**src/hdl/wfslm_pkg.sv**
```systemverilog
// ----------------------------------------------------------------------------
// wfslm_pkg
// Shared constants, twiddle and window tables, and controller/datapath types
// for the windowed spectrum level meter.
// ----------------------------------------------------------------------------
package wfslm_pkg;

   localparam int FRAME_SIZE   = 128;
   localparam int SAMPLE_BITS  = 16;
   localparam int ADDR_W       = $clog2(FRAME_SIZE);
   localparam int NUM_BINS     = FRAME_SIZE / 2;
   localparam int BIN_W        = 6;
   localparam int MAG_W        = 16;
   localparam int LEVEL_W      = 16;
   localparam int WIN_W        = SAMPLE_BITS + 1;
   localparam int HANN_W       = 17;
   localparam int TWID_W       = 32;
   localparam int PROD_W       = WIN_W + TWID_W;
   localparam int ACC_W        = PROD_W + ADDR_W + 1;
   localparam int ENERGY_W     = 2 * SAMPLE_BITS + ADDR_W - 1;
   localparam int EXP_W        = $clog2(ENERGY_W);
   localparam int LOG_OFFSET   = ADDR_W + 2 * (SAMPLE_BITS - 1);
   localparam int MANT_W       = 31;
   localparam int FRAC_W       = 16;
   localparam int LOG_STEPS    = 16;
   localparam int NEG_W        = EXP_W + FRAC_W;
   localparam int LVL_K_W      = 18;
   localparam int LVL_PROD_W   = NEG_W + LVL_K_W;
   localparam int MAG_SHIFT    = ADDR_W + SAMPLE_BITS + 3;
   localparam int COMP_W       = 24;
   localparam int SUMSQ_W      = 2 * COMP_W + 1;
   localparam int ROOT_W       = SUMSQ_W + 1;
   localparam int ROOT_STEPS   = (SUMSQ_W + 1) / 2;
   localparam int CNT_W        = $clog2(ROOT_STEPS);

   localparam logic [LVL_K_W-1:0]        TEN_LOG10_2_Q16 = 18'd197283;
   localparam logic signed [LEVEL_W-1:0] SILENCE_DB      = -16'sd15360;
   localparam logic [LEVEL_W-1:0]        FLOOR_DB        = 16'd28672;
   localparam logic [63:0]               PI_Q30          = 64'd3373259426;
   localparam logic [63:0]               ONE_Q30         = 64'd1073741824;

   typedef logic [FRAME_SIZE-1:0][TWID_W-1:0] twid_tab_type;
   typedef logic [FRAME_SIZE-1:0][HANN_W-1:0] hann_tab_type;

   function automatic logic [63:0] quarter_sine(input logic [63:0] g);
      logic [63:0] x;
      logic [63:0] x2;
      logic [63:0] term;
      logic [63:0] sum;
      x    = (g * PI_Q30) >> 31;
      x2   = (x * x) >> 30;
      term = x;
      sum  = x;
      for (int k = 1; k <= 7; k++) begin
         term = (term * x2) >> 30;
         unique case (k)
            1:       term = term / 6;
            2:       term = term / 20;
            3:       term = term / 42;
            4:       term = term / 72;
            5:       term = term / 110;
            6:       term = term / 156;
            default: term = term / 210;
         endcase
         if ((k & 1) == 1) sum = sum - term;
         else              sum = sum + term;
      end
      if (sum > ONE_Q30) sum = ONE_Q30;
      return sum;
   endfunction

   function automatic logic [63:0] cos_turn(input logic [31:0] t);
      logic [63:0] f;
      logic [63:0] rf;
      logic [63:0] res;
      f  = {34'd0, t[29:0]};
      rf = ONE_Q30 - f;
      unique case (t[31:30])
         2'd0:    res = quarter_sine(rf);
         2'd1:    res = 64'd0 - quarter_sine(f);
         2'd2:    res = 64'd0 - quarter_sine(rf);
         default: res = quarter_sine(f);
      endcase
      return res;
   endfunction

   function automatic logic [31:0] turn_frame(input logic [31:0] m);
      logic [63:0] num;
      logic [63:0] q;
      num = {m, 32'd0};
      q   = num / FRAME_SIZE;
      return q[31:0];
   endfunction

   function automatic logic [31:0] turn_hann(input logic [31:0] m);
      logic [63:0] num;
      logic [63:0] q;
      num = {m, 32'd0};
      q   = num / (FRAME_SIZE - 1);
      return q[31:0];
   endfunction

   function automatic twid_tab_type make_cos();
      twid_tab_type tab;
      logic [63:0]  c;
      for (int i = 0; i < FRAME_SIZE; i++) begin
         c      = cos_turn(turn_frame(32'(i)));
         tab[i] = c[TWID_W-1:0];
      end
      return tab;
   endfunction

   function automatic twid_tab_type make_sin();
      twid_tab_type tab;
      logic [63:0]  c;
      for (int i = 0; i < FRAME_SIZE; i++) begin
         c      = cos_turn(turn_frame(32'(i)) - 32'h4000_0000);
         tab[i] = c[TWID_W-1:0];
      end
      return tab;
   endfunction

   function automatic hann_tab_type make_hann();
      hann_tab_type tab;
      logic [63:0]  c;
      logic [63:0]  h;
      for (int i = 0; i < FRAME_SIZE; i++) begin
         c      = cos_turn(turn_hann(32'(i)));
         h      = (ONE_Q30 - c + 64'd16384) >> 15;
         tab[i] = h[HANN_W-1:0];
      end
      return tab;
   endfunction

   localparam twid_tab_type COS_TAB  = make_cos();
   localparam twid_tab_type SIN_TAB  = make_sin();
   localparam hann_tab_type HANN_TAB = make_hann();

   typedef enum logic [3:0] {
      ST_COLLECT,
      ST_LOG_LOAD,
      ST_LOG_NORM,
      ST_SQ_MUL,
      ST_SQ_UPD,
      ST_LVL_MUL,
      ST_LVL_FIN,
      ST_BIN_START,
      ST_MAC,
      ST_DRAIN,
      ST_MAG_LOAD,
      ST_MAG_SQ,
      ST_MAG_SUM,
      ST_ROOT,
      ST_EMIT
   } wfslm_state_type;

   typedef struct packed {
      logic              sample_wr;
      logic              log_load;
      logic              log_shift;
      logic              sq_init;
      logic              sq_mul;
      logic              sq_upd;
      logic              lvl_mul;
      logic              lvl_fin;
      logic              acc_clear;
      logic              mac_issue;
      logic              mag_load;
      logic              mag_sq;
      logic              mag_sum;
      logic              root_step;
      logic [ADDR_W-1:0] addr;
      logic [BIN_W-1:0]  bin;
   } wfslm_cmd_type;

   typedef struct packed {
      logic energy_zero;
      logic norm_done;
      logic pipe_busy;
   } wfslm_status_type;

endpackage

```
**src/hdl/wfslm_ctrl.sv**
```systemverilog
// ----------------------------------------------------------------------------
// wfslm_ctrl
// Sequencer: frame collection, level log, per-bin DFT, root and emit.
// ----------------------------------------------------------------------------
module wfslm_ctrl (
   input  logic                        clock,
   input  logic                        reset,
   input  logic                        req_valid,
   output logic                        req_ready,
   output logic                        rsp_valid,
   input  logic                        rsp_ready,
   input  wfslm_pkg::wfslm_status_type status,
   output wfslm_pkg::wfslm_cmd_type    cmd
);
   import wfslm_pkg::*;

   wfslm_state_type   state_ff, state_in;
   logic [ADDR_W-1:0] fill_ff, fill_in;
   logic [ADDR_W-1:0] n_ff, n_in;
   logic [BIN_W-1:0]  k_ff, k_in;
   logic [CNT_W-1:0]  cnt_ff, cnt_in;

   always_ff @(posedge clock) begin
      if (reset) begin
         state_ff <= ST_COLLECT;
         fill_ff  <= '0;
         n_ff     <= '0;
         k_ff     <= '0;
         cnt_ff   <= '0;
      end else begin
         state_ff <= state_in;
         fill_ff  <= fill_in;
         n_ff     <= n_in;
         k_ff     <= k_in;
         cnt_ff   <= cnt_in;
      end
   end

   // next state
   always_comb begin
      state_in = state_ff;
      fill_in  = fill_ff;
      n_in     = n_ff;
      k_in     = k_ff;
      cnt_in   = cnt_ff;
      unique case (state_ff)
         ST_COLLECT: begin
            if (req_valid) begin
               fill_in = fill_ff + 1'b1;
               if (fill_ff == ADDR_W'(FRAME_SIZE - 1)) begin
                  state_in = ST_LOG_LOAD;
                  k_in     = '0;
               end
            end
         end
         ST_LOG_LOAD: begin
            cnt_in   = '0;
            state_in = status.energy_zero ? ST_BIN_START : ST_LOG_NORM;
         end
         ST_LOG_NORM: begin
            if (status.norm_done) state_in = ST_SQ_MUL;
         end
         ST_SQ_MUL: state_in = ST_SQ_UPD;
         ST_SQ_UPD: begin
            cnt_in = cnt_ff + 1'b1;
            if (cnt_ff == CNT_W'(LOG_STEPS - 1)) begin
               state_in = ST_LVL_MUL;
            end else begin
               state_in = ST_SQ_MUL;
            end
         end
         ST_LVL_MUL: state_in = ST_LVL_FIN;
         ST_LVL_FIN: state_in = ST_BIN_START;
         ST_BIN_START: begin
            n_in     = '0;
            state_in = ST_MAC;
         end
         ST_MAC: begin
            n_in = n_ff + 1'b1;
            if (n_ff == ADDR_W'(FRAME_SIZE - 1)) state_in = ST_DRAIN;
         end
         ST_DRAIN: begin
            if (!status.pipe_busy) state_in = ST_MAG_LOAD;
         end
         ST_MAG_LOAD: state_in = ST_MAG_SQ;
         ST_MAG_SQ:   state_in = ST_MAG_SUM;
         ST_MAG_SUM: begin
            cnt_in   = '0;
            state_in = ST_ROOT;
         end
         ST_ROOT: begin
            cnt_in = cnt_ff + 1'b1;
            if (cnt_ff == CNT_W'(ROOT_STEPS - 1)) state_in = ST_EMIT;
         end
         ST_EMIT: begin
            if (rsp_ready) begin
               if (k_ff == BIN_W'(NUM_BINS - 1)) begin
                  state_in = ST_COLLECT;
               end else begin
                  k_in     = k_ff + 1'b1;
                  state_in = ST_BIN_START;
               end
            end
         end
         default: state_in = ST_COLLECT;
      endcase
   end

   // outputs
   always_comb begin
      cmd       = '0;
      cmd.bin   = k_ff;
      cmd.addr  = (state_ff == ST_COLLECT) ? fill_ff : n_ff;
      req_ready = 1'b0;
      rsp_valid = 1'b0;
      unique case (state_ff)
         ST_COLLECT: begin
            req_ready     = 1'b1;
            cmd.sample_wr = req_valid;
         end
         ST_LOG_LOAD: cmd.log_load = 1'b1;
         ST_LOG_NORM: begin
            cmd.sq_init   = status.norm_done;
            cmd.log_shift = !status.norm_done;
         end
         ST_SQ_MUL:    cmd.sq_mul    = 1'b1;
         ST_SQ_UPD:    cmd.sq_upd    = 1'b1;
         ST_LVL_MUL:   cmd.lvl_mul   = 1'b1;
         ST_LVL_FIN:   cmd.lvl_fin   = 1'b1;
         ST_BIN_START: cmd.acc_clear = 1'b1;
         ST_MAC:       cmd.mac_issue = 1'b1;
         ST_DRAIN:     cmd.mag_load  = 1'b0;
         ST_MAG_LOAD:  cmd.mag_load  = 1'b1;
         ST_MAG_SQ:    cmd.mag_sq    = 1'b1;
         ST_MAG_SUM:   cmd.mag_sum   = 1'b1;
         ST_ROOT:      cmd.root_step = 1'b1;
         ST_EMIT:      rsp_valid     = 1'b1;
         default:      cmd.bin       = k_ff;
      endcase
   end

endmodule

```
**config.mk**
```make
export PLATFORM = sky130hd
export DESIGN_NAME = wfslm_ctrl
export DESIGN_NICKNAME = d
export VERILOG_FILES = /design/src/hdl/wfslm_pkg.sv /design/src/hdl/wfslm_ctrl.sv
export SDC_FILE = /design/constraint.sdc
export NUM_CORES = 1
export LEC_CHECK = 0
export BUFFER_PORTS_ARGS = -buffer_cell sky130_fd_sc_hd__buf_2
export CAP_MARGIN = 40
export CORE_AREA = 8 8 68 64
export DETAILED_ROUTE_END_ITERATION = 8
export DIE_AREA = 0 0 76 72
export GPL_TIMING_DRIVEN = 0
export PLACE_DENSITY_LB_ADDON = 0.25
export SLEW_MARGIN = 20
export SYNTH_ARGS = -nofsm -noshare
export SYNTH_HDL_FRONTEND = slang
export SYNTH_SLANG_ARGS = --single-unit
```
**constraint.sdc**
```tcl
create_clock -name clock -period 3 [get_ports clock]
set_clock_uncertainty 0.15 [all_clocks]
set_input_delay 0.3 -clock clock [delete_from_list [all_inputs] [get_ports clock]]
set_output_delay 0.3 -clock clock [all_outputs]
set_load 0.01 [all_outputs]
```
Word-level counts from Yosys, hierarchy flattened. Cells that the tools add are included.

Bits in registers: 29. Latch bits: 0. RAM bits: 0. ROM bits: 0. Input port bits: 7. Output and inout port bits: 29. Word-level logic and storage cells: 80. Memories: 0.

Add/sub/neg operators: 4. Multiply operators: 0. Divide/modulo/power cells: 0. $lt $le $gt $ge: 0. Equality and inequality tests: 27. Shifts and indexed selects: 0. Muxes and demuxes: 34. Bitwise operators: 0. Reductions and logical operators: 10.

Operators with widths (count): one-hot mux 4 bit (15 select lines) (1); equality test 4 bit, second input constant (7); two-way mux 4 bit (7); two-way mux 6 bit (4); equality test 4 x 3 -> 1 bit, second input constant (4); != test 2 bit, second input constant (8); adder 7 x 1 -> 7 bit, second input constant (2); equality test 7 bit, second input constant (2); two-way mux 1 bit (14); one-hot mux 7 bit (2 select lines) (1); one-hot mux 6 bit (2 select lines) (1); one-hot mux 5 bit (2 select lines) (1); two-way mux 3 bit (3); equality test 4 x 2 -> 1 bit, second input constant (2); two-way mux 7 bit (1); AND reduction 7 bit (1); adder 6 x 1 -> 6 bit, second input constant (1); equality test 6 bit, second input constant (1); nonzero test 2 bit (3); adder 5 x 1 -> 5 bit, second input constant (1); equality test 5 x 4 -> 1 bit, second input constant (1); equality test 5 bit, second input constant (1); AND reduction 5 bit (1); equality test 4 x 1 -> 1 bit, second input constant (1); 5 further kinds (6).

Longest topological paths before layout. Gate-level depths: netlist of run 1.

Word-level depth: 4. Gate-level depth with buffers: 8. Gate-level depth less buffers: 8.

Worst setup path before layout of run 1. No wires, ideal clock.

Path kind: reg-to-reg. Start point: reg state_ff[0]. End point: reg n_ff[4]. Setup time: 65 ps. Arrival time: 1587 ps. Data required time: 2785 ps. Setup slack: 1198 ps. Cell stages (with the launch flop): 8. Buffers on the path: 2. Period minus slack after synthesis: 1802 ps. Cell sequence: dfxtp_1 > buf_6 > or4b_4 > buf_6 > clkinv_8 > nand4_1 > mux2_1 > nor2_1.

Longest elaborated chain between the ends: 2. Elaborated cells between the ends (all ways): 4. Those cells by class: eq/ne (2); mux (1); reduce/logical (1).

RTL lines: start, declared (RTL line wfslm_ctrl.sv:17) `wfslm_state_type state_ff, state_in;`; start signal, assigned (RTL line wfslm_ctrl.sv:31) `state_ff <= state_in;`; equality test 4 bit / equality test 4 x 3 -> 1 bit (equally long branches) (RTL line wfslm_ctrl.sv:46) `unique case (state_ff)`; one-hot mux 7 bit (2 select lines) / nonzero test 2 bit (equally long branches); end signal, assigned (RTL line wfslm_ctrl.sv:33) `n_ff <= n_in;`; end, declared (RTL line wfslm_ctrl.sv:19) `logic [ADDR_W-1:0] n_ff, n_in;`.

Parallel ways exist; a longest one is shown, timed or not. A chain may end at the register's enable or synchronous reset.

==> results_dict.tcl, run 1 <==
set metrics [dict create \
    run_status "complete, no violations" \
    holdBufCountCts 0 \
    path_cells "buf_6 > nor4_2 > buf_2 > mux2_2 > buf_2" \
    cp.arrival_ns 1.84 \
    synthAdderAreaFrac_pct 4.24 \
    drt_pass1_iterations 5 \
    tns_ns 0 \
    cpMostUsedCell "buf_2" \
    crit_path_max_fanout 10 \
    combPwrFrac_pct 43.6 \
    powerDensity_nw_per_um2 590 \
    ys_ff_latch 29 \
    postRouteAntennaNets 0 \
    rsz0062_at_grt "no" \
    min_from "status[2]" \
    post-route-min-period_ns 2.29 \
    max-clock-path-buffers 2 \
    fin_nets 274 \
    power.leakage_nw 0.873 \
    drc 0 \
    hold_class "input pin to flop" \
    ir_drop_uv 345 \
    final.period_utilization_pct 76.3 \
    synth_top_area_share_pct 32.8 \
    place_congestion 0.812 \
    synth_cell_types 50 \
    timing.reg2reg.setup_slack_ns 0.97 \
    numCtsBuffers 5 \
    crit-reg2reg-launch "state_ff[0]" \
    synthXorXnorAreaFrac_pct 3.95 \
    relSlewSlack_pct 52.6 \
    netlist_area_um2 1770 \
    placeableCoreArea_um2 3230 \
    core.rowCount 20 \
    grt_max_degree 11 \
    fill_cells 297 \
    clk_pin_slew_ns 0.10 \
    synth_cells 220 \
    gr-total-overflow 0 \
    p_int_mw 0.729 \
    synth_edf_count 0 \
    synth_top_area_cell "dfxtp_1" \
    place_hpwl_um 3130 \
    ys.warnings.count 0 \
    synth_nets 233 \
    r2r_cells 6 \
    cts_root_buf "clkbuf_4" \
    hold_end "state_ff[0]" \
    post_cts_buffers 0 \
    synthMuxAreaShare_pct 6.29 \
    synthArstFlopShare_pct 0 \
    grt_use_total_pct 15.5 \
    cp.required_ns 2.55 \
    worstMarginPinSlew_ns 0.705 \
    synth_top_family_by_area "simple AND/OR/NAND/NOR gates" \
    route.vias.total 1712 \
    grt_pass1_wl_um 7170 \
    slowest_stage "mux2_2" \
    drv_cap 0 \
    power_mw 1.21 \
    drt_iter0_drc 81 \
    die_w_um 76 \
    power_switching_mw 0.481 \
    p_sw_share_pct 39.8 \
    via_per_inst 5.59 \
    seqPwrFrac_pct 36.5 \
    die_y_um 72 \
    synth_area_leaders "dfxtp_1 33%, nor2_1 7.2%, mux2_2 5.1%" \
    power_frac_clock_pct 19.9 \
    setup_violations 0 \
    ctsHtreeMaxLevel 2 \
    ys_seq_area_share_pct 32.8 \
    max_stage_delay_ns 0.37 \
    syn_area_per_cell_um2 8.05 \
    ys.flop_type "dfxtp_1" \
    routed_wl_um 4180 \
    diodes 0 \
    hold_viol 0 \
    start_kind "flop" \
    worstSetupPathType "flop to output port" \
    slew_violations 0 \
    fin_cells 306 \
    dpl.cell_count 298 \
    r2r_end "k_ff[0]" \
    ios 36 \
    routedWlPerCell_um 13.7 \
    drive_gt1_share_pct 25.2 \
    cts_tree "yes" \
    holdPathStages 3 \
    start_util_pct 54.9 \
    synth_compound_area_share_pct 17.0 \
    die_area_um2 5470 \
    synth_simple_gate_area_share_pct 28.7 \
    grt_antenna_before_repair 0 \
    insertion_delay_ns 0.34 \
    clkSinkCount 29 \
    grt_pass1_vias 1563 \
    max_freq_mhz 437 \
    ctsResizeCount 0 \
    io_buffers 34 \
    syn2layout_area_growth_pct 15.8 \
    critPathCaptureType "output port" \
]
-- cell type report --
type	count	area [um2]	area share, %
clock buffer	5	37.5	1.83
timing repair buffer	34	170	8.29
clock inverter	3	17.5	0.854
tap	44	55.1	2.68
buffer	15	78.8	3.84
multi-input combinational	167	1070	52.0
inverter	9	46.3	2.26
sequential	29	581	28.3
-- metrics by stage --
step | setup WS, ns | util [%] | area [um2] | hold WS, ns
floorplan | 1.20 | - | 1770 | 0.312
global placement | 0.983 | 61.9 | 2000 | 0.335
detailed placement | 0.983 | 61.9 | 2000 | 0.341
CTS | 0.704 | 63.6 | 2050 | 0.0776
global route | 0.629 | 63.6 | 2050 | 0.0844
finish | 0.712 | 63.6 | 2050 | 0.0853
-- worst max path at each step --
stage	cells after the start	slack, ns	end	start
final	5	0.71	cmd[12]	state_ff[0]
after global routing	5	0.63	cmd[18]	state_ff[0]
after CTS	5	0.70	cmd[12]	state_ff[0]
after detailed placement	6	0.98	k_ff[0]	state_ff[0]
after global placement	6	0.98	k_ff[0]	state_ff[0]
after floorplan	7	1.20	n_ff[4]	state_ff[0]
-- logic make-up after synthesis --
family | after synthesis
muxes | 10
xor gates and xnor gates | 8
adders and majority gates | 6
DFF | 29
buffers and inverters | 24
and+or+nand+nor | 98
AOI/OAI and AO/OA | 45
-- critical path: cells and delay by family (launching register included) --
family                 cells  cell delay, ns
and+or+nand+nor            1            0.27
buffers and inverters      3            0.55
DFF                        1            0.32
muxes                      1            0.37
-- layer usage --
layer  track usage [%]  wire (um)
met5                 0          0
met4              5.43         41
met3              4.81        222
met2              25.5       1980
met1              18.6       1940
-- synthesized netlist by cell type (3+ instances only) --
cell type   n
a21oi_1    14
a311oi_1    8
and3_1      6
buf_2       6
clkbuf_1    5
dfxtp_1    29
ha_1        6
inv_1       8
mux2_2      8
nand2_1    14
nand2b_1    5
nand3_1     9
nand4_1     5
nor2_1     34
nor3_1      8
o21ai_0     9
xnor2_1     5
xor2_1      3
-- cells in the final DEF, fill, tap and decap left out, types with 2 or more instances in the layout --
cell,Yosys,layout
buf_2,6,40
nor2_1,34,34
dfxtp_1,29,29
nand2_1,14,14
a21oi_1,14,14
nand3_1,9,9
o21ai_0,9,9
inv_1,8,8
nor3_1,8,8
mux2_2,8,8
a311oi_1,8,8
and3_1,6,6
ha_1,6,6
clkbuf_1,5,5
nand2b_1,5,5
nand4_1,5,5
xnor2_1,5,5
clkbuf_4,0,5
xor2_1,3,3
buf_6,2,2
buf_1,2,2
nor2b_1,2,2
and3b_1,2,2
o211ai_1,2,2
or3_1,2,2
clkinv_2,0,2
-- registers in the layout (all words and copies together) (netlist names) --
signal    flops
cnt_ff        5
fill_ff       7
k_ff          6
n_ff          7
state_ff      4
-- power groups by stage --
| stage | sequential [mW] | combinational (mW) | clock [mW] |
|---|---|---|---|
| detailed placement | 0.450 | 0.526 | 0 |
| global placement | 0.449 | 0.520 | 0 |
| global route | 0.445 | 0.587 | 0.263 |
| floorplan | 0.444 | 0.404 | 0 |
| CTS | 0.441 | 0.528 | 0.246 |
| finish | 0.441 | 0.528 | 0.241 |
(Power assumes the default switching activity.)
==> inputs of run 2 (changes only) <==
--- a/config.mk
+++ b/config.mk
@@ -7,9 +7,9 @@
 export LEC_CHECK = 0
 export BUFFER_PORTS_ARGS = -buffer_cell sky130_fd_sc_hd__buf_2
 export CAP_MARGIN = 40
-export CORE_AREA = 8 8 68 64
+export CORE_AREA = 8 8 70 66
 export DETAILED_ROUTE_END_ITERATION = 8
-export DIE_AREA = 0 0 76 72
+export DIE_AREA = 0 0 78 74
 export GPL_TIMING_DRIVEN = 0
 export PLACE_DENSITY_LB_ADDON = 0.25
 export SLEW_MARGIN = 20
==> constraint.sdc (replaced) <==
create_clock -name clock -period 2.4 [get_ports clock]
set_clock_uncertainty 0.15 [all_clocks]
set_input_delay 0.24 -clock clock [delete_from_list [all_inputs] [get_ports clock]]
set_output_delay 0.24 -clock clock [all_outputs]
set_load 0.01 [all_outputs]
==> run 2 against run 1 <==
  * Register-to-register slack got worse by 0.68 ns
  * Hold slack improved by 0.0019 ns
  * Die area rose by 5.5%
  * Total power rose by 32%
  * Critical path type unchanged
==> results_dict.tcl, run 2 (synthesis gave the netlist of run 1 again) <==
set metrics [dict create \
    run_status "complete, no violations" \
    core.rowCount 21 \
    place_hpwl_um 3140 \
    max_stage_delay_ns 0.36 \
    layout_commonest_cell "buf_2" \
    gr-total-overflow 0 \
    placeableCoreArea_um2 3520 \
    power.leakage_nw 0.887 \
    place_congestion 0.895 \
    postRouteAntennaNets 0 \
    setup_ws_ns 0.159 \
    grt_antenna_before_repair 0 \
    min_from "status[2]" \
    insertion_delay_ns 0.28 \
    max-clock-path-buffers 2 \
    worstMarginPinSlew_ns 0.721 \
    cts_tree "yes" \
    start_kind "flop" \
    routedWlPerCell_um 13.8 \
    hold_slack_ns 0.0872 \
    cts_root_buf "clkbuf_8" \
    diodes 0 \
    hold_viol 0 \
    ctsHtreeMaxLevel 2 \
    cp.arrival_ns 1.85 \
    crit_path_max_fanout 10 \
    powerDensity_nw_per_um2 767 \
    final_cell_mix "40 x buf_2, 34 x nor2_1, 29 x dfxtp_1, 14 x nand2_1, 14 x a21oi_1" \
    die_area_um2 5770 \
    setup_violations 0 \
    slew_violations 0 \
    route.vias.total 1683 \
    drv_cap 0 \
    cpMostUsedCell "buf_2" \
    post_cts_buffers 0 \
    reg.largest.list "fill_ff x7, n_ff x7, k_ff x6" \
    rsz0062_at_grt "no" \
    slowest_stage "mux2_2" \
    die_y_um 74 \
    post-route-min-period_ns 2.24 \
    crit-reg2reg-launch "state_ff[0]" \
    grt_pass1_wl_um 7130 \
    placed_cell_area_um2 2000 \
    ir_drop_uv 497 \
    power_mw 1.60 \
    cp.required_ns 2.01 \
    pre_cts_slack_ns 0.311 \
    clkSinkCount 29 \
    critPathCaptureType "output port" \
    worstSetupStartpoint "state_ff[0]" \
    grt_pass1_vias 1564 \
    io_buffers 34 \
    tns_ns 0 \
    drt_iter0_drc 122 \
    grt_use_total_pct 15.2 \
    fin_cells 308 \
    routed_wl_um 4250 \
    worstSetupPathType "flop to output port" \
    fin_nets 274 \
    grt_max_degree 11 \
    syn2layout_area_growth_pct 17.5 \
    numCtsBuffers 5 \
    max_freq_mhz 446 \
    ctsResizeCount 0 \
    holdBufCountCts 0 \
    dpl.cell_count 300 \
    start_util_pct 50.3 \
    design_area_um2 2080 \
    die_w_um 78 \
    drive_gt1_share_pct 24.8 \
    clk_pin_slew_ns 0.06 \
    postLayoutCoreUtil_pct 59.1 \
    hold_class "input pin to flop" \
    final.period_utilization_pct 93.4 \
    via_per_inst 5.46 \
    ios 36 \
    drt_pass1_iterations 4 \
    path_cells "buf_6 > nor4_2 > buf_2 > mux2_2 > buf_2" \
    drc 0 \
    relSlewSlack_pct 51.5 \
]
## run 2: per-layer routing
metal  vias to the layer above  GRT usage, %  routed length, um
met2                        23          24.1               1950
li1                        874             -                  -
met1                       781          18.9               2030
met5                         -             0                  0
met4                         0          6.78                 59
met3                         5          4.47                211
## run 2: worst paths after layout
kind / end / slack [ns] / depth (start not counted)
setup / recovery: cmd[12] / 0.16 / 5
hold / removal: state_ff[0] / 0.09 / 3
setup reg to reg: k_ff[0] / 0.29 / 6
hold reg to reg: cnt_ff[1] / 0.35 / 2
## run 2: critical path: cells and delay by family (launching register included)
kind	cells	cell delay, ns
buffers and inverters	3	0.57
multiplexers	1	0.36
AND/OR/NAND/NOR	1	0.33
flip-flops	1	0.31
## run 2: final cells by class
cell class                      count  area, um2
Fill cell                         351       1440
Multi-Input combinational cell    167       1070
Sequential cell                    29        581
Timing Repair Buffer               34        170
Buffer                             15       78.8
Clock buffer                        6       72.6
Tap cell                           46       57.6
Inverter                            9       46.3
Clock inverter                      2       10.0
## run 2: report_power, final
part	internal [mW]	total (mW)	switching [mW]
combinational	0.281	0.663	0.383
clock	0.200	0.384	0.184
sequential	0.521	0.550	0.0286
==> inputs of run 3 (changes only) <==
--- a/config.mk
+++ b/config.mk
@@ -10,8 +10,9 @@
 export CORE_AREA = 8 8 70 66
 export DETAILED_ROUTE_END_ITERATION = 8
 export DIE_AREA = 0 0 78 74
-export GPL_TIMING_DRIVEN = 0
+export MAX_ROUTING_LAYER = met4
 export PLACE_DENSITY_LB_ADDON = 0.25
+export SKIP_LAST_GASP = 1
 export SLEW_MARGIN = 20
 export SYNTH_ARGS = -nofsm -noshare
 export SYNTH_HDL_FRONTEND = slang
==> run 3 against run 2 <==
  * Die area did not move
  * First-iteration DRC count is 58% lower
  * Global-route usage decreased by 0.39 points
  * Fmax is 3.4% higher
  * Sequential share of layout area up 0.067 points
  * Critical path depth stayed put
  * Register-to-register slack got worse by 0.06 ns
  * Sequential power up 4.5%
  * Clock power rose by 16%
  * Sequential cell count unchanged
  * Routed wire length fell by 3.0%
  * Via count shrank 1.1%
  * Largest power group unchanged
==> results_dict.tcl, run 3 (synthesis gave the netlist of run 1 again) <==
set metrics [dict create \
    power_switching_mw 0.598 \
    routed_wl_um 4120 \
    p_sw_share_pct 35.5 \
    post-route-min-period_ns 2.17 \
    hold_end "state_ff[0]" \
    ctsHtreeMaxLevel 2 \
    fill_cells 354 \
    place_congestion 0.811 \
    placeableCoreArea_um2 3520 \
    holdBufCountCts 0 \
    grt_pass1_wl_um 6890 \
    crit-reg2reg-launch "state_ff[3]" \
    worstMarginPinSlew_ns 0.719 \
    tns_ns 0 \
    grt_use_total_pct 14.8 \
    dpl.cell_count 291 \
    seqPwrFrac_pct 34.0 \
    io_buffers 35 \
    cts_tree "yes" \
    routedWlPerCell_um 13.8 \
    ir_drop_uv 444 \
    postRouteAntennaNets 0 \
    core.rowCount 21 \
    placed_cell_area_um2 1980 \
    place_hpwl_um 3060 \
    slew_violations 0 \
    drive_gt1_share_pct 25.3 \
    die_area_um2 5770 \
    path_cells "nor4_2 > inv_1 > o31ai_1 > mux2_2 > nor2_1" \
    post_cts_buffers 0 \
    critPathCaptureType "flop" \
    die_y_um 74 \
    start_kind "flop" \
    cp.required_ns 2.40 \
    ios 36 \
    route.vias.total 1664 \
    clk_pin_slew_ns 0.07 \
    fin_nets 265 \
    clkSinkCount 29 \
    powerDensity_nw_per_um2 813 \
    run_status "complete, no violations" \
    layout_commonest_cell "buf_2" \
    p_int_mw 1.09 \
    cp.arrival_ns 2.17 \
    slowest_stage "o31ai_1" \
    insertion_delay_ns 0.28 \
    grt_antenna_before_repair 0 \
    grt_max_degree 30 \
    worstSetupPathType "flop to flop" \
    max_stage_delay_ns 0.65 \
    holdPathStages 3 \
    combPwrFrac_pct 39.6 \
    setup_violations 0 \
    cts_root_buf "clkbuf_8" \
    drt_iter0_drc 51 \
    syn2layout_area_growth_pct 17.2 \
    drt_pass1_iterations 4 \
    power.leakage_nw 0.881 \
    max-clock-path-buffers 2 \
    max_freq_mhz 461 \
    min_from "status[2]" \
    crit_path_max_fanout 7 \
    grt_pass1_vias 1497 \
    start_util_pct 50.3 \
    drc 0 \
    gr-total-overflow 0 \
    diodes 0 \
    power_frac_clock_pct 26.4 \
    r2r_end "k_ff[0]" \
    fin_cells 299 \
    postLayoutCoreUtil_pct 59.0 \
    rsz0062_at_grt "no" \
    drv_cap 0 \
    cp_top_family "compound AO/OA/AOI/OAI gates" \
    hold_viol 0 \
    r2r_cells 5 \
    reg.largest.list "fill_ff x7, n_ff x7, k_ff x6" \
    timing.reg2reg.setup_slack_ns 0.23 \
    via_per_inst 5.57 \
    ctsResizeCount 0 \
    final.period_utilization_pct 90.3 \
    power_mw 1.69 \
    numCtsBuffers 5 \
    critPathBufInv 1 \
    relSlewSlack_pct 51.7 \
    design_area_um2 2080 \
    final_cell_mix "35 x buf_2, 34 x nor2_1, 29 x dfxtp_1, 14 x nand2_1, 14 x a21oi_1" \
    hold_class "input pin to flop" \
    die_w_um 78 \
]
[run 3: cell types whose count changed in the layout (fill, tap and decap cells not counted)]
cell | before | now
buf_1 | 2 | 0
buf_4 | 0 | 4
clkbuf_8 | 5 | 7
buf_2 | 40 | 35
clkbuf_1 | 6 | 0
buf_6 | 2 | 0
buf_12 | 0 | 1
clkinv_2 | 2 | 1
[run 3: per-stage QoR]
step / hold WS (ns) / setup WS (ns)
after CTS: 0.104 / 0.220
after global placement: 0.332 / 0.299
after floorplan: 0.253 / 0.598
after global routing: 0.112 / 0.116
after detailed placement: 0.341 / 0.240
final: 0.106 / 0.232
[run 3: worst register-to-register path: cells and delay by family (launching register included)]
family | cells | cell delay [ns]
and+or+nand+nor | 2 | 0.48
DFF | 1 | 0.37
AOI/OAI and AO/OA | 1 | 0.65
buffers and inverters | 1 | 0.11
muxes | 1 | 0.28
[run 3: worst max-delay path by stage]
stage / cells past startpoint / slack (ns) / to / start
final: 5 / 0.23 / k_ff[0] / state_ff[3]
after global routing: 5 / 0.12 / k_ff[0] / state_ff[3]
after CTS: 5 / 0.22 / k_ff[0] / state_ff[3]
after detailed placement: 5 / 0.24 / k_ff[0] / state_ff[3]
after global placement: 5 / 0.30 / k_ff[0] / state_ff[3]
after floorplan: 7 / 0.60 / n_ff[4] / state_ff[0]
[run 3: final cells by class]
class                      instances  area, um2  share of cell area (%)
tap                               46       57.6                    2.77
clock buffer                       7       96.3                    4.64
timing repair buffer              40        225                    10.8
inverter                           9       46.3                    2.23
multi-input combinational        167       1070                    51.3
clock inverter                     1       5.00                   0.241
sequential                        29        581                    28.0
[run 3: metal layers]
layer  global-route usage [%]  routed length (um)  share of wire, %  vias up
met5                        -                   0                 0        -
met4                     4.31                  51               1.2        0
met3                     4.59                 190               4.6        6
met2                     23.0                1940                47       27
met1                     18.2                1930                47      779
li1                         -                   -                 -      852
[run 3: power groups by stage]
stage	clock, mW	combinational, mW	sequential, mW
detailed placement	0	0.666	0.582
finish	0.445	0.668	0.575
global route	0.479	0.738	0.579
floorplan	0	0.505	0.555
CTS	0.452	0.669	0.573
global placement	0	0.667	0.578
